**src/design/periodic_timer_table_defines.svh**
```systemverilog
// Assertion macros for the timer table, used by the sequencer (ptt_ctrl).
`ifndef PERIODIC_TIMER_TABLE_DEFINES_SVH
`define PERIODIC_TIMER_TABLE_DEFINES_SVH

`ifndef ASSERT_OFF
// Checked on every clock edge outside reset.
`define PTT_ASSERT(label, prop, msg) \
    label: assert property (@(posedge aclk) disable iff (!aresetn) prop) else $error(msg);
// Checked on every clock edge, reset included.
`define PTT_ASSERT_RST(label, prop, msg) \
    label: assert property (@(posedge aclk) prop) else $error(msg);
`else
`define PTT_ASSERT(label, prop, msg)
`define PTT_ASSERT_RST(label, prop, msg)
`endif

`endif

```
**src/design/ptt_pkg.sv**
```systemverilog
// Types, constants and helpers of the periodic timer table.
package ptt_pkg;

    localparam int TIMERS      = 32;
    localparam int COUNT_BITS  = 16;
    localparam int MAX_RESULTS = 32;

    localparam int SLOT_AW = (TIMERS > 1) ? $clog2(TIMERS) : 1;
    localparam int IDX_W   = $clog2(TIMERS + 1);
    localparam int NCNT_W  = $clog2(MAX_RESULTS + 1);

    localparam int OP_W   = 2;
    localparam int SLOT_W = 6;
    localparam int PER_W  = 16;
    localparam int DLY_W  = 16;
    localparam int HND_W  = 8;
    localparam int TAG_W  = 16;
    localparam int KIND_W = 3;

    localparam int S_TDATA_W = 64;
    localparam int M_TDATA_W = 48;

    typedef enum logic [OP_W-1:0] {
        OP_TICK       = 2'd0,
        OP_REGISTER   = 2'd1,
        OP_SET_PERIOD = 2'd2,
        OP_CANCEL     = 2'd3
    } op_t;

    typedef enum logic [KIND_W-1:0] {
        KIND_FIRED      = 3'd0,
        KIND_REGISTERED = 3'd1,
        KIND_FULL       = 3'd2,
        KIND_ACK        = 3'd3,
        KIND_INVALID    = 3'd4
    } kind_t;

    typedef enum logic [1:0] {
        ST_IDLE,
        ST_WALK,
        ST_SCAN,
        ST_FLUSH
    } state_t;

    typedef struct packed {
        kind_t             kind;
        logic [SLOT_W-1:0] slot;
        logic [HND_W-1:0]  handler;
        logic [TAG_W-1:0]  tag;
        logic [PER_W-1:0]  period;
    } res_t;

    typedef struct packed {
        logic [COUNT_BITS-1:0] count;
        logic [PER_W-1:0]      period;
        logic [HND_W-1:0]      handler;
        logic [TAG_W-1:0]      tag;
    } rec_t;

    typedef struct packed {
        logic [SLOT_AW-1:0] addr;
        logic               we_count;
        logic               we_period;
        logic               we_meta;
        rec_t               data;
    } wr_t;

    // A 16-bit tick value seen through the counter width.
    function automatic logic [COUNT_BITS-1:0] to_count(input logic [PER_W-1:0] ticks);
        return COUNT_BITS'(ticks);
    endfunction

endpackage

```
**src/design/ptt_store.sv**
```systemverilog
// Slot record memory: counts, periods, handler codes and tags.
module ptt_store
    import ptt_pkg::*;
(
    input  logic               aclk,
    input  wr_t                wr,
    input  logic               rd_en,
    input  logic [SLOT_AW-1:0] rd_addr,
    output rec_t               rd_data
);

    logic [COUNT_BITS-1:0] count_mem   [TIMERS];
    logic [PER_W-1:0]      period_mem  [TIMERS];
    logic [HND_W-1:0]      handler_mem [TIMERS];
    logic [TAG_W-1:0]      tag_mem     [TIMERS];

    always_ff @(posedge aclk) begin
        if (wr.we_count) begin
            count_mem[wr.addr] <= wr.data.count;
        end
        if (wr.we_period) begin
            period_mem[wr.addr] <= wr.data.period;
        end
        if (wr.we_meta) begin
            handler_mem[wr.addr] <= wr.data.handler;
            tag_mem[wr.addr]     <= wr.data.tag;
        end
    end

    always_ff @(posedge aclk) begin
        if (rd_en) begin
            rd_data.count   <= count_mem[rd_addr];
            rd_data.period  <= period_mem[rd_addr];
            rd_data.handler <= handler_mem[rd_addr];
            rd_data.tag     <= tag_mem[rd_addr];
        end
    end

endmodule

```
**src/design/ptt_ctrl.sv**
```systemverilog
// Sequencer of the timer table: slot walk, shared decrement unit, active flags.
`include "periodic_timer_table_defines.svh"

module ptt_ctrl
    import ptt_pkg::*;
(
    input  logic               aclk,
    input  logic               aresetn,
    input  logic               in_valid,
    output logic               in_ready,
    input  op_t                in_op,
    input  logic [SLOT_W-1:0]  in_slot,
    input  logic [PER_W-1:0]   in_period,
    input  logic [DLY_W-1:0]   in_delay,
    input  logic [HND_W-1:0]   in_handler,
    input  logic [TAG_W-1:0]   in_tag,
    output logic               push_valid,
    input  logic               push_ready,
    output res_t               push_res,
    output logic               push_last,
    output wr_t                wr,
    output logic               rd_en,
    output logic [SLOT_AW-1:0] rd_addr,
    input  rec_t               rd_data
);

    state_t              state_reg, state_next;
    logic [IDX_W-1:0]    idx_reg, idx_next;
    logic                proc_vld_reg, proc_vld_next;
    logic [SLOT_AW-1:0]  proc_idx_reg, proc_idx_next;
    res_t                held_reg, held_next;
    logic                held_vld_reg, held_vld_next;
    logic [NCNT_W-1:0]   fire_cnt_reg, fire_cnt_next;
    logic [TIMERS-1:0]   active_reg, active_next;

    logic [PER_W-1:0]    period_reg;
    logic [DLY_W-1:0]    delay_reg;
    logic [HND_W-1:0]    handler_reg;
    logic [TAG_W-1:0]    tag_reg;

    logic [COUNT_BITS-1:0] dec;
    logic                  dec_zero;
    logic                  fire, capture, stall, walk_done, cur_free, scan_end;

    // Shared unit: one decrement and zero test per cycle.
    assign dec      = rd_data.count - COUNT_BITS'(1);
    assign dec_zero = (dec == '0);

    assign fire      = proc_vld_reg && dec_zero;
    assign capture   = fire && (fire_cnt_reg < NCNT_W'(MAX_RESULTS));
    // A new fire displaces the held one, which must leave first.
    assign stall     = capture && held_vld_reg && !push_ready;
    assign walk_done = (idx_reg == IDX_W'(TIMERS)) && !proc_vld_reg;
    assign cur_free  = !active_reg[idx_reg[SLOT_AW-1:0]];
    assign scan_end  = (idx_reg == IDX_W'(TIMERS - 1));

    always_comb begin
        state_next = state_reg;
        unique case (state_reg)
            ST_IDLE: begin
                if (in_valid) begin
                    unique case (in_op)
                        OP_TICK:     state_next = ST_WALK;
                        OP_REGISTER: state_next = ST_SCAN;
                        default:     state_next = ST_FLUSH;
                    endcase
                end
            end
            ST_WALK: begin
                if (walk_done) begin
                    state_next = held_vld_reg ? ST_FLUSH : ST_IDLE;
                end
            end
            ST_SCAN: begin
                if (cur_free || scan_end) begin
                    state_next = ST_FLUSH;
                end
            end
            ST_FLUSH: begin
                if (push_ready) begin
                    state_next = ST_IDLE;
                end
            end
            default: state_next = ST_IDLE;
        endcase
    end

    always_comb begin
        idx_next      = idx_reg;
        proc_vld_next = proc_vld_reg;
        proc_idx_next = proc_idx_reg;
        held_next     = held_reg;
        held_vld_next = held_vld_reg;
        fire_cnt_next = fire_cnt_reg;
        active_next   = active_reg;
        in_ready      = 1'b0;
        wr            = '0;
        rd_en         = 1'b0;
        rd_addr       = idx_reg[SLOT_AW-1:0];
        push_valid    = 1'b0;
        push_last     = 1'b0;
        push_res      = held_reg;

        unique case (state_reg)
            ST_IDLE: begin
                in_ready = 1'b1;
                if (in_valid) begin
                    unique case (in_op)
                        OP_TICK: begin
                            idx_next      = '0;
                            proc_vld_next = 1'b0;
                            held_vld_next = 1'b0;
                            fire_cnt_next = '0;
                        end
                        OP_REGISTER: begin
                            idx_next = '0;
                        end
                        default: begin
                            held_next      = '0;
                            held_next.slot = in_slot;
                            held_vld_next  = 1'b1;
                            if (in_slot >= SLOT_W'(TIMERS)) begin
                                held_next.kind = KIND_INVALID;
                            end else begin
                                held_next.kind = KIND_ACK;
                                if (in_op == OP_SET_PERIOD) begin
                                    wr.addr        = in_slot[SLOT_AW-1:0];
                                    wr.we_period   = 1'b1;
                                    wr.data.period = in_period;
                                end else begin
                                    active_next[in_slot[SLOT_AW-1:0]] = 1'b0;
                                end
                            end
                        end
                    endcase
                end
            end
            ST_WALK: begin
                push_valid = capture && held_vld_reg;
                if (!stall) begin
                    if (proc_vld_reg) begin
                        wr.addr = proc_idx_reg;
                        if (!dec_zero) begin
                            wr.we_count   = 1'b1;
                            wr.data.count = dec;
                        end else if (rd_data.period != '0) begin
                            wr.we_count   = 1'b1;
                            wr.data.count = to_count(rd_data.period);
                        end else begin
                            active_next[proc_idx_reg] = 1'b0;
                        end
                        if (capture) begin
                            held_next.kind    = KIND_FIRED;
                            held_next.slot    = SLOT_W'(proc_idx_reg);
                            held_next.handler = rd_data.handler;
                            held_next.tag     = rd_data.tag;
                            held_next.period  = rd_data.period;
                            held_vld_next     = 1'b1;
                            fire_cnt_next     = fire_cnt_reg + NCNT_W'(1);
                        end
                    end
                    if (idx_reg != IDX_W'(TIMERS)) begin
                        rd_en         = !active_reg[idx_reg[SLOT_AW-1:0]] ? 1'b0 : 1'b1;
                        proc_vld_next = active_reg[idx_reg[SLOT_AW-1:0]];
                        proc_idx_next = idx_reg[SLOT_AW-1:0];
                        idx_next      = idx_reg + IDX_W'(1);
                    end else begin
                        proc_vld_next = 1'b0;
                    end
                end
            end
            ST_SCAN: begin
                if (cur_free) begin
                    wr.addr         = idx_reg[SLOT_AW-1:0];
                    wr.we_count     = 1'b1;
                    wr.we_period    = 1'b1;
                    wr.we_meta      = 1'b1;
                    wr.data.count   = to_count(delay_reg);
                    wr.data.period  = period_reg;
                    wr.data.handler = handler_reg;
                    wr.data.tag     = tag_reg;
                    active_next[idx_reg[SLOT_AW-1:0]] = 1'b1;
                    held_next       = '0;
                    held_next.kind  = KIND_REGISTERED;
                    held_next.slot  = SLOT_W'(idx_reg);
                    held_vld_next   = 1'b1;
                end else if (scan_end) begin
                    held_next      = '0;
                    held_next.kind = KIND_FULL;
                    held_next.slot = SLOT_W'(TIMERS);
                    held_vld_next  = 1'b1;
                end else begin
                    idx_next = idx_reg + IDX_W'(1);
                end
            end
            ST_FLUSH: begin
                push_valid = 1'b1;
                push_last  = 1'b1;
                if (push_ready) begin
                    held_vld_next = 1'b0;
                end
            end
            default: begin
            end
        endcase
    end

    always_ff @(posedge aclk) begin
        if (!aresetn) begin
            state_reg    <= ST_IDLE;
            idx_reg      <= '0;
            proc_vld_reg <= 1'b0;
            held_vld_reg <= 1'b0;
            fire_cnt_reg <= '0;
            active_reg   <= '0;
        end else begin
            state_reg    <= state_next;
            idx_reg      <= idx_next;
            proc_vld_reg <= proc_vld_next;
            held_vld_reg <= held_vld_next;
            fire_cnt_reg <= fire_cnt_next;
            active_reg   <= active_next;
        end
    end

    always_ff @(posedge aclk) begin
        proc_idx_reg <= proc_idx_next;
        held_reg     <= held_next;
        if (in_valid && in_ready) begin
            period_reg  <= in_period;
            delay_reg   <= in_delay;
            handler_reg <= in_handler;
            tag_reg     <= in_tag;
        end
    end

    `PTT_ASSERT(a_idle_empty, (state_reg == ST_IDLE) |-> !held_vld_reg, "result left behind in idle")
    `PTT_ASSERT(a_fire_cap, fire_cnt_reg <= NCNT_W'(MAX_RESULTS), "fire count beyond cap")
    `PTT_ASSERT(a_stall_hold, (state_reg == ST_WALK && stall) |=> $stable(proc_idx_reg) && proc_vld_reg, "walk moved on during stall")
    `PTT_ASSERT(a_scan_range, (state_reg == ST_SCAN) |-> (idx_reg < IDX_W'(TIMERS)), "scan index out of table")
    `PTT_ASSERT_RST(a_reset_idle, !aresetn |=> (state_reg == ST_IDLE) && !held_vld_reg, "reset did not idle the sequencer")

endmodule

```
**src/design/periodic_timer_table.sv**
```systemverilog
// Top level of the periodic timer table: stream ports, sequencer, slot memory, output register.
//
//  channel | dir | tdata (low bit up)                                  | tuser        | tlast
//  s_      | in  | slot 6, period 16, delay 16, handler 8, tag 16, pad | operation 2  | -
//  m_      | out | slot_out 6, handler_out 8, tag_out 16, period_out 16| kind 3       | last
//
// A tick is accepted and then walks the slots, one slot per cycle while the output does not stall,
// reading only the active slots from the record memory, then sends the final result if anything
// fired; a walk step in which a waiting beat finds the output register full is held. A register
// scans one slot per cycle; set period and cancel act on acceptance and then send their result.
// s_tready is high only while the sequencer is idle. Reset clears the active flags at once; the
// slot records need no clearing pass.
module periodic_timer_table
    import ptt_pkg::*;
(
    input  logic                 aclk,
    input  logic                 aresetn,
    input  logic                 s_tvalid,
    output logic                 s_tready,
    input  logic [S_TDATA_W-1:0] s_tdata,  // slot, period, delay, handler, tag, zero pad
    input  logic [OP_W-1:0]      s_tuser,  // operation
    output logic                 m_tvalid,
    input  logic                 m_tready,
    output logic [M_TDATA_W-1:0] m_tdata,  // slot_out, handler_out, tag_out, period_out, zero pad
    output logic [KIND_W-1:0]    m_tuser,  // kind
    output logic                 m_tlast
);

    logic               push_valid, push_ready, push_last;
    res_t               push_res;
    wr_t                wr;
    logic               rd_en;
    logic [SLOT_AW-1:0] rd_addr;
    rec_t               rd_data;

    logic out_vld_reg, out_vld_next;
    res_t out_res_reg;
    logic out_last_reg;

    ptt_ctrl u_ctrl (
        .aclk       (aclk),
        .aresetn    (aresetn),
        .in_valid   (s_tvalid),
        .in_ready   (s_tready),
        .in_op      (op_t'(s_tuser)),
        .in_slot    (s_tdata[5:0]),
        .in_period  (s_tdata[21:6]),
        .in_delay   (s_tdata[37:22]),
        .in_handler (s_tdata[45:38]),
        .in_tag     (s_tdata[61:46]),
        .push_valid (push_valid),
        .push_ready (push_ready),
        .push_res   (push_res),
        .push_last  (push_last),
        .wr         (wr),
        .rd_en      (rd_en),
        .rd_addr    (rd_addr),
        .rd_data    (rd_data)
    );

    ptt_store u_store (
        .aclk    (aclk),
        .wr      (wr),
        .rd_en   (rd_en),
        .rd_addr (rd_addr),
        .rd_data (rd_data)
    );

    // The output register takes a new beat whenever it is empty or being drained.
    assign push_ready = !out_vld_reg || m_tready;

    always_comb begin
        out_vld_next = out_vld_reg;
        if (push_valid && push_ready) begin
            out_vld_next = 1'b1;
        end else if (m_tready) begin
            out_vld_next = 1'b0;
        end
    end

    always_ff @(posedge aclk) begin
        if (!aresetn) begin
            out_vld_reg <= 1'b0;
        end else begin
            out_vld_reg <= out_vld_next;
        end
    end

    always_ff @(posedge aclk) begin
        if (push_valid && push_ready) begin
            out_res_reg  <= push_res;
            out_last_reg <= push_last;
        end
    end

    assign m_tvalid = out_vld_reg;
    assign m_tuser  = out_res_reg.kind;
    assign m_tlast  = out_last_reg;
    assign m_tdata  = {2'b00, out_res_reg.period, out_res_reg.tag,
                       out_res_reg.handler, out_res_reg.slot};

endmodule
```
**config.mk**
```make
export PLATFORM = sky130hd
export DESIGN_NAME = periodic_timer_table
export DESIGN_NICKNAME = d
export VERILOG_FILES = /design/src/design/ptt_pkg.sv /design/src/design/ptt_store.sv /design/src/design/ptt_ctrl.sv /design/src/design/periodic_timer_table.sv
export VERILOG_INCLUDE_DIRS = /design/src /design/src/design
export SDC_FILE = /design/constraint.sdc
export NUM_CORES = 2
export LEC_CHECK = 0
export BUFFER_PORTS_ARGS = -buffer_cell sky130_fd_sc_hd__buf_4
export CAP_MARGIN = 20
export CORE_ASPECT_RATIO = 2
export CORE_MARGIN = 1.5
export CORE_UTILIZATION = 45
export CTS_BUF_LIST = sky130_fd_sc_hd__clkbuf_4
export CTS_CLUSTER_SIZE = 30
export DETAILED_ROUTE_END_ITERATION = 7
export HOLD_SLACK_MARGIN = 0.02
export PLACE_DENSITY = 0.71
export SLEW_MARGIN = 25
export SYNTH_ARGS = -nofsm -noshare
export SYNTH_HDL_FRONTEND = slang
export SYNTH_SLANG_ARGS = --single-unit
```
**constraint.sdc**
```tcl
create_clock -name aclk -period 7.3 [get_ports aclk]
set_input_delay 2.19 -clock aclk [delete_from_list [all_inputs] [get_ports aclk]]
set_output_delay 2.19 -clock aclk [all_outputs]
set_load 0.005 [all_outputs]
```
* Word-level counts from Yosys, hierarchy flattened *
Memories as Yosys holds them, arrays and structs flattened. A register that Yosys moved wholly into a read port is not among the register bits.
Cells that the tools add are included.

storage, ports and cells
  logic and storage cells = 208
  output and inout bits = 54
  bits of input ports = 70
  memory bits (writable) = 1792
  register bits = 209
  memories kept = 4

operators by class
  reductions and logical operators = 32
  bitwise operators = 6
  equal/unequal tests = 28
  muxes and demuxes = 104
  $lt $le $gt $ge = 8
  add/subtract/negate cells = 3

memory list
  memory               words  bits a word  rd ports  clocked after memory_dff  wr ports  line             text
  u_store.count_mem    32     16           1         1                         1         ptt_store.sv:12  logic [COUNT_BITS-1:0] count_mem [TIMERS];
  u_store.period_mem   32     16           1         1                         1         ptt_store.sv:13  logic [PER_W-1:0] period_mem [TIMERS];
  u_store.tag_mem      32     16           1         1                         1         ptt_store.sv:15  logic [TAG_W-1:0] tag_mem [TIMERS];
  u_store.handler_mem  32     8            1         1                         1         ptt_store.sv:14  logic [HND_W-1:0] handler_mem [TIMERS];

operators by type and width
  cell                     number
  $mux W49                 7
  $mux W32                 9
  $pmux W49 S3             1
  $mux W16                 8
  $pmux W32 S3             1
  $mux W6                  13
  $and A32 B32 Y32         2
  $mux W64                 1
  $not A32 Y32             2
  $pmux W16 S2             2
  $mux W1                  36
  $or A32 B32 Y32          1
  $mux W24                 1
  $ne A2 B2 Y1 const B     12
  $reduce_and A7 Y1        3
  $mux W5                  4
  $lt A5 B6 Y1 const B     3
  $pmux W6 S3              1
  $logic_not A16 Y1        1
  $reduce_bool A16 Y1      1
  $sub A16 B1 Y16 const B  1
  $demux W1 S5             3
  $ge A5 B1 Y1 const B     3
  $pmux W5 S3              1
  other kinds (30)         64

* Depth between registers and ports, before layout *
  word-level depth = 11
  mapped depth = 15
  depth with buffers taken out = 10

* Cells and area by module *
Synthesis repeated with hierarchy kept, for this count alone.

second synthesis, totals
  cells, all modules = 4872
  area, all modules = 81758.4 um^2

modules (own cells, without submodules)
  module                area each (um^2)  times used  cells each
  ptt_store             71996.6           1           4028
  ptt_ctrl              8184.1            1           786
  periodic_timer_table  1577.8            1           58

* Worst setup path after synthesis *
OpenSTA, ideal clock, no wires.

  path type = reg2reg
  start point = reg u_store.rd_data[40] (netlist name)
  end point = reg u_store.rd_data[0] (netlist name)
  period minus slack after synthesis = 6.041 ns
  stages on the path, launching flop included = 12
  path buffers = 3
  path slack = 1.259 ns
  arrival time = 5.540 ns
  required time = 6.799 ns
  cell sequence = edfxtp_1 inv_1 ha_1 buf_2 or4b_1 clkbuf_1 or3_1 and3_1 nand4b_1 nor2_1 clkbuf_1 a41oi_1

between the ends
  cells in the longest elaborated chain, start to end = 8

ends and longest elaborated chain
  item                              line                        text
  $sub A16 B1 Y16                   ptt_ctrl.sv:46              assign dec = rd_data.count - COUNT_BITS'(1);
  $logic_not A16 Y1                 ptt_ctrl.sv:47              assign dec_zero = (dec == '0);
  $logic_and A1 B1 Y1               ptt_ctrl.sv:49              assign fire = proc_vld_reg && dec_zero;
  $logic_and A1 B1 Y1               ptt_ctrl.sv:50              assign capture = fire && (fire_cnt_reg < NCNT_W'(MAX_RESULTS));
  $logic_and A1 B1 Y1 (2 in a row)  ptt_ctrl.sv:52              assign stall = capture && held_vld_reg && !push_ready;
  $mux W1                           ptt_ctrl.sv:140             if (!stall) begin
  $mux W1                           ptt_ctrl.sv:104             unique case (state_reg)
  net rd_en                         periodic_timer_table.sv:32  logic rd_en;

The timed path passes the listed nets, and every way through them passes these cells.
A chain may end at the register's enable or synchronous reset.

* Worst setup path after layout *
  start point = reg u_store.rd_data[40] (netlist name)
  end point = mem u_store.period_mem[20][2] (enable)

between the ends
  cells in the longest elaborated chain, start to end = 8

ends and longest elaborated chain
  item                              line
  $sub A16 B1 Y16                   ptt_ctrl.sv:46
  $logic_not A16 Y1                 ptt_ctrl.sv:47
  $logic_and A1 B1 Y1               ptt_ctrl.sv:49
  $logic_and A1 B1 Y1               ptt_ctrl.sv:50
  $logic_and A1 B1 Y1 (2 in a row)  ptt_ctrl.sv:52
  $mux W6                           ptt_ctrl.sv:140
  $pmux W5 S3                       ptt_ctrl.sv:104
  end, declared                     ptt_store.sv:13

No other way between the ends.

==> parameters.txt <==
Parameter                              Value

Status
  Outcome ... completed

Hold path
  Hold WC Path Type ... reg -> reg

Route
  Wire length after detailed routing ... between 150 and 200 mm
  Drt first-iter violations ... ~4,300
  Number of detailed-routing iterations run before antenna repair ... 8
  Remaining design rule violation count ... 0
  Post-route ant nets ... 0
  Vias/cell ... ~6
  Average wire per standard cell ... between 20 and 30 µm
  Vias ... about 40,000

Logic synthesis
  Synthesis Warnings ... 0
  Post-synth top cells ... sky130_fd_sc_hd__edfxtp_1, sky130_fd_sc_hd__mux4_2, sky130_fd_sc_hd__a22oi_1, sky130_fd_sc_hd__clkbuf_1, sky130_fd_sc_hd__nor2_1
  Most instantiated library cell after synthesis ... sky130_fd_sc_hd__edfxtp_1
  Distinct cells, synth ... a little over 70
  Main combinational cell family by area after synthesis ... multiplexers
  Ys async rst share ... 0
  Flop and latch count out of synthesis ... between 2,000 and 2,500
  Most frequently used flop master after synthesis ... sky130_fd_sc_hd__edfxtp_1
  Biggest area contributors in the synthesized netlist ... sky130_fd_sc_hd__edfxtp_1, sky130_fd_sc_hd__mux4_2, sky130_fd_sc_hd__a22oi_1
  Synth Instances ... approximately 3,700
  Post-Synth Simple-Gate Area ... 0.0321
  Multiplexer share of the synthesized area ... 0.131
  Post-synth top area share ... 0.766
  Biggest area consumer among synthesized cells ... sky130_fd_sc_hd__edfxtp_1
  Adder and majority gate portion of the synthesized area ... 0.00175
  Netlist area before placement ... roughly 0.08 mm²
  Mean instance size in the synthesized netlist ... around 21 µm²
  Fraction of the yosys area taken by sequential cells ... 0.779
  Post-synth EDFFs ... roughly 2,000
  Post-Synth XOR/XNOR Area ... 0.00156
  Fraction of the mapped netlist area in compound gates ... 0.0427

Setup path
  Register-to-register path setup slack ... approximately 1100 ps
  Crit path max-delay family ... simple AND/OR/NAND/NOR gates
  Most prevalent standard cell on the critical path ... sky130_fd_sc_hd__buf_4
  Critical path class ... reg -> reg
  Required time at the worst-slack endpoint ... just over 8000 ps
  Reg-to-reg endpoint ... u_store.period_mem[20][2]
  Reg2reg path depth ... 12
  CP cell instances ... inv_1, ha_1, nor4b_1, xnor2_1, a31oi_1, nand4b_1, o31a_1, a21boi_0, nand4_1, buf_4, nor2_1, buf_4
  Critical path capture point ... u_store.period_mem[20][2]
  Launch point of the worst path ... u_store.rd_data[40]
  Number of gates on the worst path with buffers counted ... 12
  Type of origin of the critical path ... register
  Worst path arrival time ... between 7000 and 8000 ps
  Source of the worst register-to-register timing path ... u_store.rd_data[40]
  Worst path buffer plus inverter count ... 3
  Slowest cell on the critical path ... sky130_fd_sc_hd__nor4b_1
  Maximum cell stage delay along the critical path ... about 740 ps
  Top fanout value on the critical path ... 10
  Type of element capturing the critical path ... register

Timing
  Count of final hold-check violations ... 0
  Minimum clock period after layout ... just over 6000 ps
  Worst clock skew on the final layout ... about 97 ps
  Number of max-slew violations in the final report ... 0
  Final setup TNS ... 0 ps
  Worst Tran Pin Value ... about 1100 ps
  Normalized max-slew margin ... 0.255
  RSZ-0062 raised after global routing ... no
  Total setup violations reported at the end of the flow ... 0
  Slack of the critical path ... around 1100 ps
  Post-route clock period utilization ... 0.848
  Max Fclk ... 0.162 GHz

Clock tree
  Buffer levels on the longest clock path ... 4
  Clk pin slew, worst setup/hold paths ... approximately 80 ps
  Post-CTS sizing ... 0
  Count of H-tree levels built during CTS ... 5
  Post-cts hold buffer count ... 0
  Clock insertion delay at the later pin of the skew report ... roughly 1200 ps
  Clock sink count ... between 2,000 and 2,500
  Post-CTS setup buffers ... 0
  CTS tree ... yes
  Total CTS buffers ... 420
  Buffer type at the clock tree root ... sky130_fd_sc_hd__clkbuf_4

Floorplan
  Core area ... 0.174 mm²
  Overall die area ... 0.178 mm²
  Chip height ... 594 µm
  Number of I/O pins ... 124
  Initial Util ... 0.454
  Die X ... between 200 and 300 µm
  Standard-cell row count ... ~220

Pwr
  Total power density per cell area ... about 300 mW/mm²
  Worst IR drop on VDD ... 0.000340 V
  Leak Pwr ... ~28 nW
  Combinational fraction of design power ... 0.160
  Cell Int Power ... ~0.020 W
  Sequential Power Share ... 0.532
  Fraction of power spent switching nets ... 0.269
  Part of the power in the clock network ... 0.308
  Switching component of the power ... approximately 0.0072 W

Layout
  Filler cell count ... 13,600
  Area Growth Syn to Fin ... 12.7%
  Area used by sequential logic in the layout ... roughly 0.061 mm²
  Number of nets at the end of the flow ... between 4,000 and 5,000
  Largest registers ... u_store.count_mem: 512 flops, u_store.period_mem: 512 flops, u_store.tag_mem: 512 flops
  Final cell area excluding filler cells ... ~0.09 mm²
  Layout cells sized above 1 ... 0.327
  Area used by multi-input combinational logic ... between 0.015 and 0.02 mm²

Global route
  Global-route wire length before repair ... approximately 280 mm
  GR Util All Layers ... 0.218
  Total global routing overflow ... 0
  Antenna violations before repair ... 8
  Via count of the first global-routing pass ... roughly 42,000
  Maximum number of pins on one net before global-route repair ... around 110

Flow run
  Max cap viols ... 0

Placed design
  Cell area reported after detailed placement ... between 0.08 and 0.09 mm²
  Placement Setup Slack ... ~920 ps
  Final Wtd Congestion ... 0.957
  Port-buffer cells ... 119
  HPWL after DPL ... roughly 120 mm
[how the worst min path moves through the flow]
stage / slack, ps / end / startpoint / cells after the start
2_1_floorplan: 400 / m_tdata[0] / u_ctrl.push_res[40] / 0
3_3_place_gp: 400 / m_tdata[20] / u_ctrl.push_res[22] / 0
3_5_place_dp: 400 / m_tdata[16] / u_ctrl.push_res[18] / 0
4_1_cts: 420 / m_tdata[42] / u_ctrl.push_res[12] / 0
5_1_grt: 420 / m_tdata[15] / u_ctrl.push_res[17] / 0
6_report: 420 / m_tdata[2] / u_ctrl.push_res[42] / 0
[kinds of logic (layout without fill, tap and decap cells)]
family	Yosys count	after routing
AOI/OAI and AO/OA	457	457
xor gates and xnor gates	14	14
adders and majority gates	11	11
buffers and inverters	246	1041
DFF	2057	2057
muxes	466	466
other	1	9
and+or+nand+nor	482	482
[power groups by stage]
stage                     logic (W)  registers, W  clock network [W]
after floorplan             0.00282        0.0145                  0
after global placement      0.00422        0.0146                  0
after detailed placement    0.00432        0.0146                  0
after CTS                   0.00433        0.0143            0.00848
after global routing        0.00458        0.0144            0.00898
final                       0.00431        0.0143            0.00829
[per-stage QoR]
step | utilization | instances | hold slack, ps | power, W
floorplan | - | 3735 | 400 | 0.0173
global placement | 0.479 | 6067 | 400 | 0.0188
detailed placement | 0.480 | 6068 | 405 | 0.0189
CTS | 0.510 | 6816 | 417 | 0.0271
global route | 0.511 | 6822 | 420 | 0.0279
finish | 0.511 | 6826 | 420 | 0.0269
[layout make-up]
| type | instances | area share |
|---|---|---|
| flip-flops and latches | 2057 | 0.691 |
| clock inverters | 171 | 0.0108 |
| well taps | 2289 | 0.0323 |
| multi-input cells | 1432 | 0.191 |
| repair buffers | 274 | 0.0247 |
| inverters | 19 | 0.000805 |
| clock buffers | 577 | 0.0489 |
| diodes | 7 | 0.000198 |
[routing by layer]
layer / wire (µm) / up-vias / global-route usage
li1: - / 17100 / -
met2: 104000 / 1991 / 0.389
met4: 11400 / 2 / 0.124
met3: 13500 / 474 / 0.0377
met1: 67100 / 21000 / 0.247
met5: 10 / - / 0
[cells in the final DEF, fill, tap and decap left out, types with 9 or more instances in the layout]
master	count
sky130_fd_sc_hd__dfxtp_1	47
sky130_fd_sc_hd__nor4_1	9
sky130_fd_sc_hd__a22o_1	13
sky130_fd_sc_hd__clkinv_1	130
sky130_fd_sc_hd__clkbuf_4	577
sky130_fd_sc_hd__nor2_4	36
sky130_fd_sc_hd__edfxtp_1	2008
sky130_fd_sc_hd__a41oi_1	10
sky130_fd_sc_hd__o22ai_1	11
sky130_fd_sc_hd__or3_1	10
sky130_fd_sc_hd__o22a_1	9
sky130_fd_sc_hd__and3_1	49
sky130_fd_sc_hd__nand3_1	34
sky130_fd_sc_hd__nor3_1	19
sky130_fd_sc_hd__buf_4	265
sky130_fd_sc_hd__a22oi_1	236
sky130_fd_sc_hd__ha_1	9
sky130_fd_sc_hd__o21ai_0	31
sky130_fd_sc_hd__nor2_2	21
sky130_fd_sc_hd__mux4_2	450
sky130_fd_sc_hd__or2_2	12
sky130_fd_sc_hd__nand4_1	69
sky130_fd_sc_hd__o211ai_1	10
sky130_fd_sc_hd__nand2_1	65
sky130_fd_sc_hd__inv_1	18
sky130_fd_sc_hd__a21oi_1	36
sky130_fd_sc_hd__a211oi_1	12
sky130_fd_sc_hd__xor2_1	9
sky130_fd_sc_hd__clkinv_2	18
sky130_fd_sc_hd__nor2_1	81
sky130_fd_sc_hd__and2_1	15
sky130_fd_sc_hd__bufinv_16	10
sky130_fd_sc_hd__mux2i_1	10
sky130_fd_sc_hd__and2_2	14
No activity file was read; power rests on OpenSTA's default activity.
